`src/rtl/core/obstacle_baseline_tracker_top_defines.svh`:
```
// ----------------------------------------------------------------------------
// Obstacle baseline tracker assertion macros
// Concurrent check wrappers used by the assertions in the tracker top.
// ----------------------------------------------------------------------------
`ifndef OBSTACLE_BASELINE_TRACKER_TOP_DEFINES_SVH
`define OBSTACLE_BASELINE_TRACKER_TOP_DEFINES_SVH

// same-cycle implication
`define OBT_ASSERT_IMPL(label, ck, rn, ante, cons) \
  label: assert property (@(posedge ck) disable iff (!rn) (ante) |-> (cons)) \
    else $error("obt check failed");

// next-cycle implication
`define OBT_ASSERT_NEXT(label, ck, rn, ante, cons) \
  label: assert property (@(posedge ck) disable iff (!rn) (ante) |=> (cons)) \
    else $error("obt check failed");

`endif

```
`src/rtl/core/obt_pkg.sv`:
```
// ----------------------------------------------------------------------------
// Obstacle baseline tracker package
// Payload types, configuration record, register indexes and constants.
// ----------------------------------------------------------------------------
package obt_pkg;

  localparam int FIELD_W   = 16;
  localparam int NUM_CH    = 3;
  localparam int CH_W      = 2;
  localparam int SUM_W     = 32;
  localparam int CNT_W     = 16;
  localparam int CFG_IDX_W = 3;

  localparam logic [CFG_IDX_W-1:0] REG_ENABLED       = 3'd0;
  localparam logic [CFG_IDX_W-1:0] REG_LEFT_TRIGGER  = 3'd1;
  localparam logic [CFG_IDX_W-1:0] REG_FRONT_TRIGGER = 3'd2;
  localparam logic [CFG_IDX_W-1:0] REG_RIGHT_TRIGGER = 3'd3;
  localparam logic [CFG_IDX_W-1:0] REG_ADJUST_COUNT  = 3'd4;

  localparam int BASE_LIMIT   = 2000;
  localparam int STRAY_LIMIT  = 50;
  localparam int RESET_LEVEL  = 100;
  localparam int ADJUST_RESET = 20;
  localparam int LEVEL_MIN    = -(2 ** (FIELD_W - 1));

  typedef struct packed {
    logic signed [FIELD_W-1:0] raw_left;
    logic signed [FIELD_W-1:0] raw_front;
    logic signed [FIELD_W-1:0] raw_right;
    logic                      do_adjust;
    logic signed [FIELD_W-1:0] left_margin;
    logic signed [FIELD_W-1:0] front_margin;
    logic signed [FIELD_W-1:0] right_margin;
  } obt_in_t;

  typedef struct packed {
    logic                      left_blocked;
    logic                      front_blocked;
    logic                      right_blocked;
    logic                      front_over;
    logic signed [FIELD_W-1:0] left_level;
    logic signed [FIELD_W-1:0] front_level;
    logic signed [FIELD_W-1:0] right_level;
  } obt_out_t;

  typedef struct packed {
    logic                      enabled;
    logic signed [FIELD_W-1:0] left_trigger;
    logic signed [FIELD_W-1:0] front_trigger;
    logic signed [FIELD_W-1:0] right_trigger;
    logic [FIELD_W-1:0]        adjust_count;
  } obt_cfg_t;

endpackage

```
`src/rtl/core/obt_div.sv`:
```
// ----------------------------------------------------------------------------
// Obstacle baseline tracker serial divider
// Unsigned restoring divider, one quotient bit per cycle.
// ----------------------------------------------------------------------------
module obt_div import obt_pkg::*; (
  input  logic             clk,
  input  logic             rst_n,
  input  logic             start,
  input  logic [SUM_W-1:0] dividend,
  input  logic [CNT_W-1:0] divisor,
  output logic             done,
  output logic [SUM_W-1:0] quotient
);

  localparam int STEP_W = $clog2(SUM_W);

  logic              busy_r;
  logic              done_r;
  logic [STEP_W-1:0] step_r;
  logic [SUM_W-1:0]  quo_r;
  logic [CNT_W-1:0]  rem_r;
  logic [CNT_W-1:0]  dvs_r;
  logic [CNT_W:0]    shifted;
  logic              ge;

  assign shifted = {rem_r, quo_r[SUM_W-1]};
  assign ge      = shifted >= {1'b0, dvs_r};

  always_ff @(posedge clk) begin
    if (!rst_n) begin
      busy_r <= 1'b0;
      done_r <= 1'b0;
      step_r <= '0;
    end else begin
      done_r <= 1'b0;
      if (start) begin
        busy_r <= 1'b1;
        step_r <= '0;
        quo_r  <= dividend;
        rem_r  <= '0;
        dvs_r  <= divisor;
      end else if (busy_r) begin
        // remainder stays below the divisor, so it fits CNT_W bits
        rem_r  <= ge ? CNT_W'(shifted - {1'b0, dvs_r}) : shifted[CNT_W-1:0];
        quo_r  <= {quo_r[SUM_W-2:0], ge};
        step_r <= step_r + 1'b1;
        if (step_r == STEP_W'(SUM_W - 1)) begin
          busy_r <= 1'b0;
          done_r <= 1'b1;
        end
      end
    end
  end

  assign done     = done_r;
  assign quotient = quo_r;

endmodule

```
`src/rtl/core/obt_cfg.sv`:
```
// ----------------------------------------------------------------------------
// Obstacle baseline tracker configuration registers
// Holds enable, triggers and adjust count; unknown indexes are dropped.
// ----------------------------------------------------------------------------
module obt_cfg import obt_pkg::*; (
  input  logic                 clk,
  input  logic                 rst_n,
  input  logic                 wr_en,
  input  logic [CFG_IDX_W-1:0] wr_index,
  input  logic [FIELD_W-1:0]   wr_data,
  output obt_cfg_t             regs
);

  obt_cfg_t regs_r;

  always_ff @(posedge clk) begin
    if (!rst_n) begin
      regs_r.enabled       <= 1'b0;
      regs_r.left_trigger  <= FIELD_W'(RESET_LEVEL);
      regs_r.front_trigger <= FIELD_W'(RESET_LEVEL);
      regs_r.right_trigger <= FIELD_W'(RESET_LEVEL);
      regs_r.adjust_count  <= FIELD_W'(ADJUST_RESET);
    end else if (wr_en) begin
      unique case (wr_index)
        REG_ENABLED:       regs_r.enabled       <= wr_data[0];
        REG_LEFT_TRIGGER:  regs_r.left_trigger  <= wr_data;
        REG_FRONT_TRIGGER: regs_r.front_trigger <= wr_data;
        REG_RIGHT_TRIGGER: regs_r.right_trigger <= wr_data;
        REG_ADJUST_COUNT:  regs_r.adjust_count  <= wr_data;
        default: ;
      endcase
    end
  end

  assign regs = regs_r;

endmodule

```
`src/rtl/core/obstacle_baseline_tracker_top.sv`:
```
// ----------------------------------------------------------------------------
// Obstacle baseline tracker
// Baseline-compensated obstacle levels, blocked flags and baseline tracking.
// ----------------------------------------------------------------------------
//  channel   ports                                   direction
//  in        in_valid / in_ready / in_data           item in
//  out       out_valid / out_ready / out_data        result out
//  cfg       cfg_valid / cfg_ready / cfg_index/data  register write in
//
// Without do_adjust an item goes from idle straight to the finish step; with
// it, per channel an accumulate step, a wait on the shared serial divider
// (one quotient bit a cycle) and an update step, three channels in turn.
// Synchronous active-low reset; no clearing pass. in_ready and cfg_ready are
// low while an item is at work; a finished result waits in the output register.
// ----------------------------------------------------------------------------
`include "obstacle_baseline_tracker_top_defines.svh"

module obstacle_baseline_tracker_top import obt_pkg::*; #(
  parameter int SAMPLE_WIDTH = 16
) (
  input  logic                 clk,
  input  logic                 rst_n,
  input  logic                 in_valid,
  output logic                 in_ready,
  input  obt_in_t              in_data,
  output logic                 out_valid,
  input  logic                 out_ready,
  output obt_out_t             out_data,
  input  logic                 cfg_valid,
  output logic                 cfg_ready,
  input  logic [CFG_IDX_W-1:0] cfg_index,
  input  logic [FIELD_W-1:0]   cfg_data
);

  localparam int LVL_W = FIELD_W + 1;

  typedef enum logic [2:0] {ST_IDLE, ST_ACC, ST_DIV, ST_UPD, ST_FIN} state_t;

  state_t                    state_r;
  logic [CH_W-1:0]           ch_r;
  logic signed [FIELD_W-1:0] lvl_r  [NUM_CH];
  logic signed [FIELD_W-1:0] base_r [NUM_CH];
  logic signed [FIELD_W-1:0] off_r  [NUM_CH];
  logic signed [SUM_W-1:0]   sum_r  [NUM_CH];
  logic [CNT_W-1:0]          cnt_r  [NUM_CH];
  logic                      neg_r;
  logic signed [SUM_W-1:0]   avg_r;
  obt_out_t                  out_r;
  logic                      out_valid_r;

  obt_cfg_t cfg;

  // accept-time lanes
  logic signed [FIELD_W-1:0] raw_in  [NUM_CH];
  logic signed [FIELD_W-1:0] offs_in [NUM_CH];
  logic signed [LVL_W-1:0]   diff_in [NUM_CH];
  logic signed [FIELD_W-1:0] lvl_in  [NUM_CH];

  // shared datapath
  logic                      wrap;
  logic signed [SUM_W-1:0]   acc_sum;
  logic [CNT_W-1:0]          acc_cnt;
  logic [SUM_W-1:0]          acc_mag;
  logic                      div_start;
  logic                      div_done;
  logic [SUM_W-1:0]          div_q;
  logic signed [SUM_W:0]     stray_diff;
  logic                      stray;
  logic                      due;
  logic signed [SUM_W-1:0]   avg_adj;
  logic signed [SUM_W-1:0]   half;
  logic signed [SUM_W-1:0]   nb;
  logic signed [FIELD_W-1:0] new_base;

  // result flags
  logic signed [FIELD_W-1:0] trig [NUM_CH];
  logic signed [LVL_W-1:0]   thr  [NUM_CH];
  logic [NUM_CH-1:0]         blk;
  logic                      front_over;

  // checker terms
  logic                      base_ok;
  logic                      window_ok;

  obt_cfg u_cfg (
    .clk      (clk),
    .rst_n    (rst_n),
    .wr_en    (cfg_valid && cfg_ready),
    .wr_index (cfg_index),
    .wr_data  (cfg_data),
    .regs     (cfg)
  );

  assign div_start = (state_r == ST_ACC);

  obt_div u_div (
    .clk      (clk),
    .rst_n    (rst_n),
    .start    (div_start),
    .dividend (acc_mag),
    .divisor  (acc_cnt),
    .done     (div_done),
    .quotient (div_q)
  );

  always_comb begin
    raw_in[0]  = in_data.raw_left;
    raw_in[1]  = in_data.raw_front;
    raw_in[2]  = in_data.raw_right;
    offs_in[0] = in_data.left_margin;
    offs_in[1] = in_data.front_margin;
    offs_in[2] = in_data.right_margin;
    for (int i = 0; i < NUM_CH; i++) begin
      diff_in[i] = {{(LVL_W - SAMPLE_WIDTH){raw_in[i][SAMPLE_WIDTH-1]}},
                    raw_in[i][SAMPLE_WIDTH-1:0]}
                   - {base_r[i][FIELD_W-1], base_r[i]};
      // saturate when the two top bits disagree
      if (diff_in[i][LVL_W-1] != diff_in[i][FIELD_W-1]) begin
        lvl_in[i] = diff_in[i][LVL_W-1] ? {1'b1, {(FIELD_W-1){1'b0}}}
                                        : {1'b0, {(FIELD_W-1){1'b1}}};
      end else begin
        lvl_in[i] = diff_in[i][FIELD_W-1:0];
      end
    end
  end

  // accumulate step; a full count starts a new window first
  always_comb begin
    wrap    = (cnt_r[ch_r] == '1);
    acc_sum = (wrap ? SUM_W'(0) : sum_r[ch_r]) + SUM_W'(lvl_r[ch_r]);
    acc_cnt = (wrap ? CNT_W'(0) : cnt_r[ch_r]) + 1'b1;
    acc_mag = acc_sum[SUM_W-1] ? SUM_W'(-acc_sum) : acc_sum;
  end

  // stray check and baseline update
  always_comb begin
    stray_diff = (SUM_W + 1)'(avg_r) - (SUM_W + 1)'(lvl_r[ch_r]);
    stray      = (stray_diff > STRAY_LIMIT) || (stray_diff < -STRAY_LIMIT);
    due        = cnt_r[ch_r] > cfg.adjust_count;
    // halve toward zero
    avg_adj    = avg_r + $signed({{(SUM_W-1){1'b0}}, avg_r[SUM_W-1]});
    half       = avg_adj >>> 1;
    nb         = half + SUM_W'(base_r[ch_r]);
    if (nb > BASE_LIMIT) begin
      new_base = FIELD_W'(BASE_LIMIT);
    end else if (nb < LEVEL_MIN) begin
      new_base = FIELD_W'(LEVEL_MIN);
    end else begin
      new_base = nb[FIELD_W-1:0];
    end
  end

  always_comb begin
    trig[0] = $signed(cfg.left_trigger);
    trig[1] = $signed(cfg.front_trigger);
    trig[2] = $signed(cfg.right_trigger);
    for (int i = 0; i < NUM_CH; i++) begin
      thr[i] = LVL_W'(trig[i]) + LVL_W'(off_r[i]);
      blk[i] = cfg.enabled && (LVL_W'(lvl_r[i]) > thr[i]);
    end
    front_over = lvl_r[1] > trig[1];
  end

  always_ff @(posedge clk) begin
    if (!rst_n) begin
      state_r     <= ST_IDLE;
      ch_r        <= '0;
      out_valid_r <= 1'b0;
      for (int i = 0; i < NUM_CH; i++) begin
        lvl_r[i]  <= '0;
        base_r[i] <= FIELD_W'(RESET_LEVEL);
        sum_r[i]  <= '0;
        cnt_r[i]  <= '0;
      end
    end else begin
      // in ST_FIN the output register is reloaded or kept instead
      if (out_valid_r && out_ready && (state_r != ST_FIN)) begin
        out_valid_r <= 1'b0;
      end
      unique case (state_r)
        ST_IDLE: begin
          if (in_valid) begin
            for (int i = 0; i < NUM_CH; i++) begin
              lvl_r[i] <= lvl_in[i];
              off_r[i] <= offs_in[i];
            end
            ch_r    <= '0;
            state_r <= in_data.do_adjust ? ST_ACC : ST_FIN;
          end
        end
        ST_ACC: begin
          sum_r[ch_r] <= acc_sum;
          cnt_r[ch_r] <= acc_cnt;
          neg_r       <= acc_sum[SUM_W-1];
          state_r     <= ST_DIV;
        end
        ST_DIV: begin
          if (div_done) begin
            avg_r   <= neg_r ? -$signed(div_q) : $signed(div_q);
            state_r <= ST_UPD;
          end
        end
        ST_UPD: begin
          if (stray || due) begin
            sum_r[ch_r] <= '0;
            cnt_r[ch_r] <= '0;
          end
          if (!stray && due) begin
            base_r[ch_r] <= new_base;
          end
          if (ch_r == CH_W'(NUM_CH - 1)) begin
            state_r <= ST_FIN;
          end else begin
            ch_r    <= ch_r + 1'b1;
            state_r <= ST_ACC;
          end
        end
        ST_FIN: begin
          if (!out_valid_r || out_ready) begin
            out_r.left_blocked  <= blk[0];
            out_r.front_blocked <= blk[1];
            out_r.right_blocked <= blk[2];
            out_r.front_over    <= front_over;
            out_r.left_level    <= lvl_r[0];
            out_r.front_level   <= lvl_r[1];
            out_r.right_level   <= lvl_r[2];
            out_valid_r         <= 1'b1;
            state_r             <= ST_IDLE;
          end
        end
        default: state_r <= ST_IDLE;
      endcase
    end
  end

  assign in_ready  = (state_r == ST_IDLE);
  assign out_valid = out_valid_r;
  assign out_data  = out_r;
  assign cfg_ready = (state_r == ST_IDLE);

  assign base_ok   = (base_r[0] <= BASE_LIMIT) && (base_r[1] <= BASE_LIMIT)
                     && (base_r[2] <= BASE_LIMIT);
  assign window_ok = (cnt_r[0] != '0 || sum_r[0] == '0) && (cnt_r[1] != '0 || sum_r[1] == '0)
                     && (cnt_r[2] != '0 || sum_r[2] == '0);

  `OBT_ASSERT_NEXT(a_busy_after_accept, clk, rst_n, in_valid && in_ready, !in_ready)
  `OBT_ASSERT_IMPL(a_div_done_in_wait, clk, rst_n, div_done, state_r == ST_DIV)
  `OBT_ASSERT_IMPL(a_base_capped, clk, rst_n, 1'b1, base_ok)
  `OBT_ASSERT_IMPL(a_empty_window, clk, rst_n, 1'b1, window_ok)

endmodule
```
`config.mk`:
```
export PLATFORM = sky130hd
export DESIGN_NAME = obstacle_baseline_tracker_top
export DESIGN_NICKNAME = d
export VERILOG_FILES = /design/src/rtl/core/obt_pkg.sv /design/src/rtl/core/obt_div.sv /design/src/rtl/core/obt_cfg.sv /design/src/rtl/core/obstacle_baseline_tracker_top.sv
export VERILOG_INCLUDE_DIRS = /design/src /design/src/rtl/core
export SDC_FILE = /design/constraint.sdc
export NUM_CORES = 1
export LEC_CHECK = 0
export BUFFER_PORTS_ARGS = -buffer_cell sky130_fd_sc_hd__buf_2
export CAP_MARGIN = 10
export CORE_ASPECT_RATIO = 0.7
export CORE_MARGIN = 5
export CORE_UTILIZATION = 55
export CTS_CLUSTER_SIZE = 28
export DETAILED_ROUTE_END_ITERATION = 16
export PLACE_DENSITY = 0.83
export SYNTH_ARGS = -nofsm -noshare
export SYNTH_HDL_FRONTEND = slang
export SYNTH_SLANG_ARGS = --single-unit
```
`constraint.sdc`:
```
create_clock -name clk -period 11.19 [get_ports clk]
set_clock_uncertainty 0.2 [all_clocks]
set_input_delay 2.238 -clock clk [delete_from_list [all_inputs] [get_ports clk]]
set_output_delay 2.238 -clock clk [all_outputs]
set_load 0.03 [all_outputs]
```
* Yosys cells after proc, flatten, opt, wreduce, memory -nomap -nowiden
Memory sizes are Yosys's and may differ from the RTL's. A register that Yosys moved wholly into a read port is not among the register bits.
Index checks and enable logic that the tools add are counted.
** Word-level totals
- Logic and storage cells :: 182
- Register bits :: 227
- Memory bits (writable) :: 288
- Memories :: 5
- Output and inout bits :: 55
** Operators by class
- Order comparisons :: 10
- $add $sub $neg :: 16
- Bitwise operators :: 7
- Reduce and logical (&&, ||, !) cells :: 32
- Mux-type cells :: 70
- Equality and inequality tests :: 19
** Memories
- sum_r :: depth 3, width 32, rd ports 1, clocked after Yosys merged registers in 1, wr ports 3, line obstacle_baseline_tracker_top.sv:44 : logic signed [SUM_W-1:0] sum_r [NUM_CH];
- base_r :: depth 3, width 16, rd ports 4, clocked after Yosys merged registers in 1, wr ports 3, line obstacle_baseline_tracker_top.sv:42 : logic signed [FIELD_W-1:0] base_r [NUM_CH];
- cnt_r :: depth 3, width 16, rd ports 1, clocked after Yosys merged registers in 1, wr ports 3, line obstacle_baseline_tracker_top.sv:45 : logic [CNT_W-1:0] cnt_r [NUM_CH];
- lvl_r :: depth 3, width 16, rd ports 4, clocked after Yosys merged registers in 1, wr ports 3, line obstacle_baseline_tracker_top.sv:41 : logic signed [FIELD_W-1:0] lvl_r [NUM_CH];
- off_r :: depth 3, width 16, rd ports 3, clocked after Yosys merged registers in 0, wr ports 3, line obstacle_baseline_tracker_top.sv:43 : logic signed [FIELD_W-1:0] off_r [NUM_CH];
** Operators with widths (number)
- 2-to-1 mux 16 bit :: 17
- 2-to-1 mux 32 bit :: 7
- negator 32 bit :: 2
- adder 16 x 16 -> 17 bit :: 3
- greater-than comparator 16 x 17 -> 1 bit :: 3
- subtractor 16 x 16 -> 17 bit :: 3
- greater-than comparator 33 x 7 -> 1 bit (second input constant) :: 1
- less-than comparator 33 x 7 -> 1 bit (second input constant) :: 1
- subtractor 32 x 16 -> 33 bit :: 1
- adder 31 x 16 -> 32 bit :: 1
- adder 32 x 16 -> 32 bit :: 1
- adder 32 x 2 -> 32 bit :: 1
- greater-than comparator 16 bit :: 2
- greater-than comparator 32 x 12 -> 1 bit (second input constant) :: 1
- less-than comparator 32 x 16 -> 1 bit (second input constant) :: 1
- OR reduction 16 bit :: 2
- OR reduction 32 bit :: 1
- 2-to-1 mux 1 bit :: 26
- 2-to-1 mux 2 bit :: 13
- greater-or-equal comparator 17 x 16 -> 1 bit :: 1
- adder 16 x 1 -> 16 bit (second input constant) :: 1
- equality test 16 bit (second input constant) :: 1
- subtractor 16 bit :: 1
- 2-to-1 mux 3 bit :: 5
- other kinds (24) :: 58

* Logic depth before layout (Yosys ltp)
- Depth in word-level cells :: 11
- Mapped depth :: 25

* Hierarchy
A second synthesis with hierarchy kept.
** Unflattened totals
- Cells, all modules :: 3688
- Area, all modules :: 38111.6 um2
** Modules (own cells, without submodules)
- obstacle_baseline_tracker_top :: area each 31868.1 um2, instances 1, cells an instance 3137, sequential area each 13282.7 um2
- obt_div :: area each 3759.9 um2, instances 1, cells an instance 313, sequential area each 2062.0 um2
- obt_cfg :: area each 2483.6 um2, instances 1, cells an instance 238, sequential area each 1301.2 um2

* Worst setup path before layout
No wires, ideal clock.
- Kind :: register to register
- From :: register (tool-made name)
- To :: memory cnt_r[0][0], enable pin
- Path slack :: 3.046 ns
- Required time :: 10.520 ns
- Arrival time :: 7.475 ns
- Stages on the path, launching flop included :: 23
- Buffers on the path :: 6
- Cells stage by stage :: dfxtp_1 buf_6 buf_8 buf_1 buf_1 clkbuf_1 mux2i_1 o21ai_0 ha_1 fa_1 nor2b_1 o31a_1 o31a_1 o211ai_2 nand2_1 a21o_1 and4_1 a2111oi_2 nor3_1 and4b_1 buf_2 o311a_1 a21oi_1
** RTL lines (line)
- to (decl) :: obstacle_baseline_tracker_top.sv:45

==> out/qor.yml <==
yosysTopAreaCell: "edfxtp_1"
final_antenna_net_count: 0
status: "finished clean"
nets: 4191
power_density_mw_per_mm2: 149.4
wl_met1_um: 43300
grt_max_degree: 85
routedWlPerCell_um: 22.12
grtUsageTotal: 0.2787
worstPathArrival_ns: 7.69
finalSetupViolCount: 0
design_power_total_uw: 6093
area_growth_syn_to_layout_pct: 9.905
min_path_type: "flop to flop"
ys_seq_area_frac: 0.4485
synthFlopType: "edfxtp_1"
min_period_ns: 7.533
crit_top_cell: "a2111oi_0"
synthArstFlopShare: 0
total_leakage_power_uw: 0.01637
rsz0062_at_grt: "no"
io_pins: 176
worstPathCellList: "mux4_2 -> and4_1 -> and3_1 -> and4_4 -> nor2b_1 -> ha_1 -> nand2_1 -> a2111oi_0 -> nor3_2 -> a2111oi_0 -> nor2_1 -> xor2_1 -> and2_1 -> nand3_1 -> o31ai_1 -> xnor2_1 -> o21ai_1"
via_per_inst: 6.262
synthCells: 3621
cts_buffers: 55
ys_warn_count: 0
drt-total-wl_um: 104000
cts_resized: 0
netlist-cell-type-count: 106
drt_iter0_drc: 3583
slowest_delay_ns: 1.00
syn_area_per_cell_sq_um: 10.25
wl_met3_um: 12640
max_slew_margin: 0.1721
grt_pass1_wl_um: 159700
end_kind: "flop"
dr.pass1.iters: 6
start_kind: "flop"
fin_crit_sh: 0.6732
tns_ns: 0
yosysMostFrequentCell: "edfxtp_1"
wl_met2_um: 44700
numPortBuffers: 175
synth_nets: 4051
root_buffer: "clkbuf_16"
syn_area_sq_mm: 0.03711
peakVddDrop_v: 0.0001336
synth_common_cells: "501 x edfxtp_1, 388 x nor2_1, 366 x nand2_1, 299 x ha_1, 242 x inv_1"
drive_above_1_share: 0.1153
cp_data_required_time_ns: 11.35
holdBufCountCts: 0
core_region_area_sq_mm: 0.06662
drv_cap: 0
cts_sinks: 581
synth_top_area_frac: 0.4054
postCtsSetupRepairBufs: 0
dp_hpwl_um: 75800
path_clk_slew_ns: 0.07
drc_errors: 0
die_h_um: 227.3
start_util: 0.5571
worst_path_max_delay_cell: "dfxtp_4"
ys_ff_latch: 581
hold_viol: 0
worst-slew-pin-transition_ns: 1.237
synth-edff-count: 501
cts_tree: "done"
grt_antenna_before_repair: 5
ctsLongestPathBuffers: 3
critPathKind: "flop to flop"
highest_layer: "met5"
fmax_mhz: 132.8
placementRows: 79
die_x_um: 320.5
overflow: 0
h-tree-depth: 2
dieArea_sq_mm: 0.07285
clk_latency_ns: 0.67
place.gp.congestion: 0.9623
vias: 29437
crit_fanout: 49
yosys-top-cells-area: "edfxtp_1 41%, ha_1 10%, dfxtp_1 4.3%"
grt_pass1_vias: 27582
slew_viol_final: 0
report_power, final:
group          switching (uW)  internal [uW]
clock                     886           1110
sequential                115           2520
combinational             912            552
total                    1910           4180
flip-flops by register name, summed over array words and instances, names as in the netlist, 2 cells and up, named ones only:
name / count
u_div.quotient: 32
cnt_r: 64
u_cfg.regs: 65
avg_r: 32
u_div.step_r: 5
off_r: 48
u_div.dvs_r: 16
out_data: 52
base_r: 64
sum_r: 128
u_div.rem_r: 16
lvl_r: 48
ch_r: 2
state_r: 3
metal layers:
layer	vias up	track usage
li1	13483	-
met1	14089	0.4040
met2	1639	0.4200
met3	224	0.06852
met4	2	0.08268
met5	-	0
final cells by class:
| type | instances | area, sq um |
|---|---|---|
| Fill cell | 5323 | 25830 |
| Multi-Input combinational cell | 2685 | 19150 |
| Sequential cell | 581 | 16650 |
| Clock buffer | 69 | 1551 |
| Tap cell | 891 | 1115 |
| Timing Repair Buffer | 196 | 1033 |
| Inverter | 242 | 908.4 |
| Clock inverter | 35 | 371.6 |
| Antenna cell | 2 | 5.005 |
cell families after synthesis:
logic type                 count (synthesis)  synth area share
AOI/OAI and AO/OA                        809            0.1469
DFF                                      581            0.4485
and+or+nand+nor                         1236            0.1571
buffers and inverters                    355           0.03749
xor gates and xnor gates                 240           0.05725
muxes                                     91           0.04653
adders and majority gates                309            0.1062
cell usage in the layout (no fill, tap or decap), drive strengths merged, types with 78 or more instances in the layout:
cell type  count
xnor2        162
o21ai        180
nand2        366
inv          247
a21oi        188
a21o          82
ha           299
edfxtp       501
buf          196
dfxtp         80
xor2          78
nor2         390
through the flow:
| stage | area (sq um) | setup slack (ns) | cells | utilization | hold slack, ns |
|---|---|---|---|---|---|
| after floorplan | 37110 | 3.046 | 3621 | - | 0.2435 |
| after global placement | 38860 | 4.118 | 4595 | 0.5833 | 0.2541 |
| after detailed placement | 38860 | 3.845 | 4595 | 0.5833 | 0.2642 |
| after CTS | 40780 | 3.791 | 4699 | 0.6122 | 0.2738 |
| after global routing | 40790 | 3.117 | 4700 | 0.6122 | 0.2902 |
| final | 40790 | 3.657 | 4701 | 0.6122 | 0.2738 |
worst paths after layout:
path	from	end	slack (ns)	cells past startpoint
max	flop	u_div.quotient[30]	3.66	17
min	u_cfg.regs[6]	u_cfg.regs[6]	0.27	2
min reg2reg	u_cfg.regs[6]	u_cfg.regs[6]	0.27	2
max reg2reg	flop	u_div.quotient[30]	3.66	17
worst max-delay path, delay by kind of cell (launching register included):
| family | cells | cell delay (ns) |
|---|---|---|
| simple gates | 9 | 2.27 |
| compound gates | 4 | 2.08 |
| flops | 1 | 1.00 |
| xor+xnor | 2 | 0.75 |
| fa+ha+maj | 1 | 0.46 |
| mux | 1 | 0.43 |
No activity file was read; power rests on OpenSTA's default activity.
